`src/hdl/mesh_adaptive_route_with_load_assert.svh`:
```
// Assertion macros shared by the mesh router RTL.
`ifndef MESH_ADAPTIVE_ROUTE_WITH_LOAD_ASSERT_SVH
`define MESH_ADAPTIVE_ROUTE_WITH_LOAD_ASSERT_SVH

// Same-cycle implication, disabled while reset is low.
`define MAR_ASSERT_IMP(label, clk, rst_n, ante, cons) \
    label: assert property (@(posedge clk) disable iff (!(rst_n)) (ante) |-> (cons)) \
        else $error("mesh router assertion failed");

// Next-cycle implication, disabled while reset is low.
`define MAR_ASSERT_NXT(label, clk, rst_n, ante, cons) \
    label: assert property (@(posedge clk) disable iff (!(rst_n)) (ante) |=> (cons)) \
        else $error("mesh router assertion failed");

`endif

```
`src/hdl/mar_ram.sv`:
```
// Generic single-write, single-read RAM with registered read data.
`timescale 1ns / 1ps

module mar_ram #(
    parameter int WIDTH = 32,
    parameter int DEPTH = 16,
    localparam int ADDR_BITS = (DEPTH > 1) ? $clog2(DEPTH) : 1
) (
    input  logic                 i_clk,
    input  logic                 i_we,
    input  logic [ADDR_BITS-1:0] i_waddr,
    input  logic [WIDTH-1:0]     i_wdata,
    input  logic [ADDR_BITS-1:0] i_raddr,
    output logic [WIDTH-1:0]     o_rdata
);

    logic [WIDTH-1:0] r_mem [DEPTH];
    logic [WIDTH-1:0] r_rdata;

    // write port
    always_ff @(posedge i_clk) begin
        if (i_we) begin
            r_mem[i_waddr] <= i_wdata;
        end
    end

    // registered read port
    always_ff @(posedge i_clk) begin
        r_rdata <= r_mem[i_raddr];
    end

    assign o_rdata = r_rdata;

endmodule

```
`config.mk`:
```
export PLATFORM = sky130hd
export DESIGN_NAME = mar_ram
export DESIGN_NICKNAME = d
export VERILOG_FILES = /design/src/hdl/mesh_adaptive_route_with_load_assert.svh /design/src/hdl/mar_ram.sv
export SDC_FILE = /design/constraint.sdc
export NUM_CORES = 1
export LEC_CHECK = 0
export BUFFER_PORTS_ARGS = -buffer_cell sky130_fd_sc_hd__buf_2
export CAP_MARGIN = 20
export CORE_MARGIN = 5
export CORE_UTILIZATION = 61
export DETAILED_ROUTE_END_ITERATION = 10
export GPL_TIMING_DRIVEN = 0
export PLACE_DENSITY = 0.79
export SLEW_MARGIN = 25
export SYNTH_ARGS = -nofsm -noshare
export SYNTH_HDL_FRONTEND = slang
export SYNTH_SLANG_ARGS = --single-unit
```
`constraint.sdc`:
```
create_clock -name i_clk -period 4 [get_ports i_clk]
set_input_delay 0.2 -clock i_clk [delete_from_list [all_inputs] [get_ports i_clk]]
set_output_delay 0.2 -clock i_clk [all_outputs]
set_load 0.02 [all_outputs]
```
Word-level counts from Yosys, hierarchy flattened
Memories as Yosys holds them, arrays and structs flattened. A register that Yosys moved wholly into a read port is not among the register bits.
Index checks and enable logic that the tools add are counted.
{ "totals": {"regBits": 0, "ram_bits": 512, "inputBits": 42, "out_inout_bits": 32, "word_cells": 3, "memories": 1} }
{ "mem_list": {"columns": ["name", "depth", "word_bits", "read_ports", "rd_ports_with_merged_regs", "wr", "line", "source"], "rows": [
  ["r_mem", 16, 32, 1, 1, 1, "mar_ram.sv:17", "logic [WIDTH-1:0] r_mem [DEPTH];"]
]} }
{ "classes": {"n_mux": 2} }
{ "ops": {"columns": ["operator", "n"], "rows": [
  ["1-bit 2-to-1 mux", 2]
]} }

Depth between registers and ports, before layout
{ "depth": {"depth_word": 2, "ltp_mapped": 5, "depth_no_buf": 3} }

Least setup slack after synthesis
No wires, ideal clock.
{ "synth_timing": {"path_kind": "input -> register", "from": "in i_waddr[2]", "to": "mem r_mem[0][0] (enable)", "setup_ns": 0.461, "arrival_time_ns": 2.918, "required_time_ns": 3.539, "path_slack_ns": 0.620, "cell_stages": 2, "path_buffers": 0, "path_cell_list": "or3b_2 nor3_1"} }
{ "synth_rtl": {"columns": ["item", "line", "source"], "rows": [
  ["from (decl)", "mar_ram.sv:11", "input logic [ADDR_BITS-1:0] i_waddr,"],
  ["to (decl)", "mar_ram.sv:17", null]
]} }
No word-level cell before the write port.

Worst setup path after layout
{ "layout_timing": {"from": "in i_waddr[3]", "to": "mem r_mem[4][0] (enable)"} }
No word-level cell before the write port.

==> results_dict.tcl <==
set metrics [dict create \
    status "finished, final reports clean" \
    areaGrowthSynthToFinish_pct 17.1 \
    power_mw 11.9 \
    synth.top_cell.area_share_pct 77.4 \
    grt_pass1_vias 10300 \
    cts_tree "done" \
    required_ns 4.27 \
    startpoint_type "input pin" \
    grt_setup_unrepaired "no" \
    clockPowerShare_pct 40.6 \
    cts_buffer_depth 3 \
    cts_resized 0 \
    n_antenna_cell 0 \
    sw_frac_of_total_pct 20.4 \
    dpl.hpwl_mm 27.1 \
    die_area_mm2 0.0363 \
    slew_headroom_pct 27.6 \
    start_util_pct 61.3 \
    internal_power_mw 9.47 \
    gr-total-overflow 0 \
    period_minus_slack_ns 1.78 \
    setup_ws_ns 2.22 \
    via_per_inst 6.61 \
    r2r_cells 3 \
    numCtsBuffers 51 \
    regArea_mm2 0.0160 \
    ys_ff_latch 544 \
    clk_pin_slew_ns 0.06 \
    first_pass_iters 5 \
    root_buffer "clkbuf_16" \
    path_max_fanout 8 \
    syn_inst 838 \
    grt_usage_pct 26.3 \
    comb_power_share_pct 5.5 \
    seq_power_share_pct 53.9 \
    routed_wl_mm 46.5 \
    powerDensity_mw_per_mm2 512 \
    worst_pin_slew_ns 1.09 \
    drt-initial-drc-count 1184 \
    final_nets 1051 \
    core_region_area_mm2 0.0324 \
    p_leak_nw 7.57 \
    endpoint_kind "flip-flop" \
    netlist_area_mm2 0.0199 \
    drc 0 \
    yosysWarningCount 0 \
    antenna_found_initial 2 \
    post_cts_buffers 0 \
    cap_violations 0 \
    place_worst_setup_slack_ns 1.73 \
    ios 74 \
    cts.htree.levels 2 \
    die_h_um 190 \
    rows 66 \
    arrival_ns 2.05 \
    power.net_switching_mw 2.43 \
    synth_top_cell_by_area "edfxtp_1" \
    place.gp.congestion 0.728 \
    grt_start_max_net_pins 20 \
    syn-mean-instance-area_um2 23.7 \
    maxSlewViolCount 0 \
    peakVddDrop_uv 343 \
    ant_nets 0 \
    vias 9859 \
    die_w_um 190 \
    hold_class "input pin to flip-flop" \
    path_class "input pin to flip-flop" \
    ys_top_cells_by_area "edfxtp_1 (77%), mux4_2 (15%), dfxtp_1 (3.2%), a22oi_1 (2.4%), nand2_1 (0.62%)" \
    yosysSeqAreaShare_pct 80.7 \
    clock-sinks 544 \
    n_fill_cell 1759 \
    clk_latency_ns 0.56 \
    clock.fmax_mhz 561 \
    hold_viol_final 0 \
    hold_depth 1 \
    yosysUniqueCellTypes 18 \
    period_share_pct 44.6 \
    drive_above_1_share_pct 32.6 \
    fin_worst_skew_ns 0.0135 \
    grt_pass1_wl_mm 68.7 \
    syn_nets 880 \
    setup_viol 0 \
    port_buffers 71 \
    multiInputGateArea_mm2 0.00373 \
    wl_per_cell_um 31.2 \
]
-- critical path: stages --
cell and delay (ns):
buf_2 0.12, nand3b_1 0.39, nor3_2 0.48, buf_4 0.26
buf_4 0.21, buf_4 0.22, buf_6 0.16
-- state kept, by name, summed over array words and instances (netlist names) --
register  cells
o_rdata      32
r_mem       512
-- metrics by stage --
step                      TNS (ns)  instance area, um2  instances  hold slack, ns  utilization, %
final                            0               23300       1491          0.0142            71.8
after global routing             0               23300       1491         0.00845            71.8
after CTS                        0               23300       1491        0.000696            71.8
after detailed placement         0               21500       1391           0.581            66.5
after global placement     -222.79               20800       1351           0.565            64.1
after floorplan                  0               19900        838           0.299               -
-- power groups by stage --
stage | clock, mW | sequential, mW | combinational, mW
after floorplan | 0 | 6.57 | 0.306
after global placement | 0 | 6.52 | 0.584
after detailed placement | 0 | 6.52 | 0.638
after CTS | 4.86 | 6.41 | 0.659
after global routing | 5.14 | 6.42 | 0.693
final | 4.83 | 6.41 | 0.656
-- synthesized netlist by cell type --
library cell  instances
dfxtp_1              32
nand3b_1              2
nor2b_1               2
nand2_1              33
and2_1                1
buf_2                 4
clkbuf_1             17
buf_1                 9
nand2b_1              2
or3b_2                1
nor2_1               13
nor3_1                4
mux4_2              128
nand3_1               1
buf_6                 2
edfxtp_1            512
buf_4                11
a22oi_1              64
-- metal layers --
layer	part of all wire [%]	track usage (%)	vias to the layer above
met5	0.045	0	-
met4	3.2	8.12	4
met3	9.4	5.49	114
met2	52	44.9	707
met1	36	34.7	5124
li1	-	-	3910
-- repair_timing --
item                                   CTS  global route
setup endpoints to repair                0             0
hold buffers                             7             0
endpoints found under the hold margin   79             0
-- cell usage in the layout, fill, tap and decap left out, types with 2 or more instances in the layout --
cell type and count:
buf_8 3, clkbuf_1 34, buf_12 3, nand3b_1 2, clkinv_2 8, clkbuf_16 53, buf_6 5, clkbuf_8 2
dlygate4sd3_1 7, nor2b_1 2, edfxtp_1 512, bufinv_16 6, dfxtp_1 32, nand2b_1 2, mux4_2 128, buf_1 9
nor2_4 12, a22oi_1 64, nor3_2 4, buf_4 28, buf_16 14, buf_2 75, nand2_1 33, clkinv_1 7
-- path summary, 6_finish.rpt --
check | startpoint | endpoint | slack (ns)
max | i_waddr[3] | r_mem[4][0] | 2.22
min | i_wdata[1] | r_mem[10][1] | 0.01
max reg2reg | r_mem[3][27] | o_rdata[27] | 2.44
min reg2reg | r_mem[14][9] | o_rdata[9] | 0.68
-- final cells by class --
type                       instances  area share (%)
clock buffer                      72            6.09
buffer                            43           0.958
sequential                       544            68.9
multi-input combinational        251            16.0
tap                              442            2.38
timing repair buffer             118            4.63
clock inverter                    21            1.06
-- cell families (layout without fill, tap and decap cells) --
family                 count (synthesis)  after routing  share of synthesized area [%]
buffers and inverters                 43            254                           1.12
AND/OR/NAND/NOR                       59             59                           1.27
multiplexers                         128            128                           14.5
flip-flops                           544            544                           80.7
AO/OA/AOI/OAI                         64             64                           2.42
No activity file was read; power rests on OpenSTA's default activity.
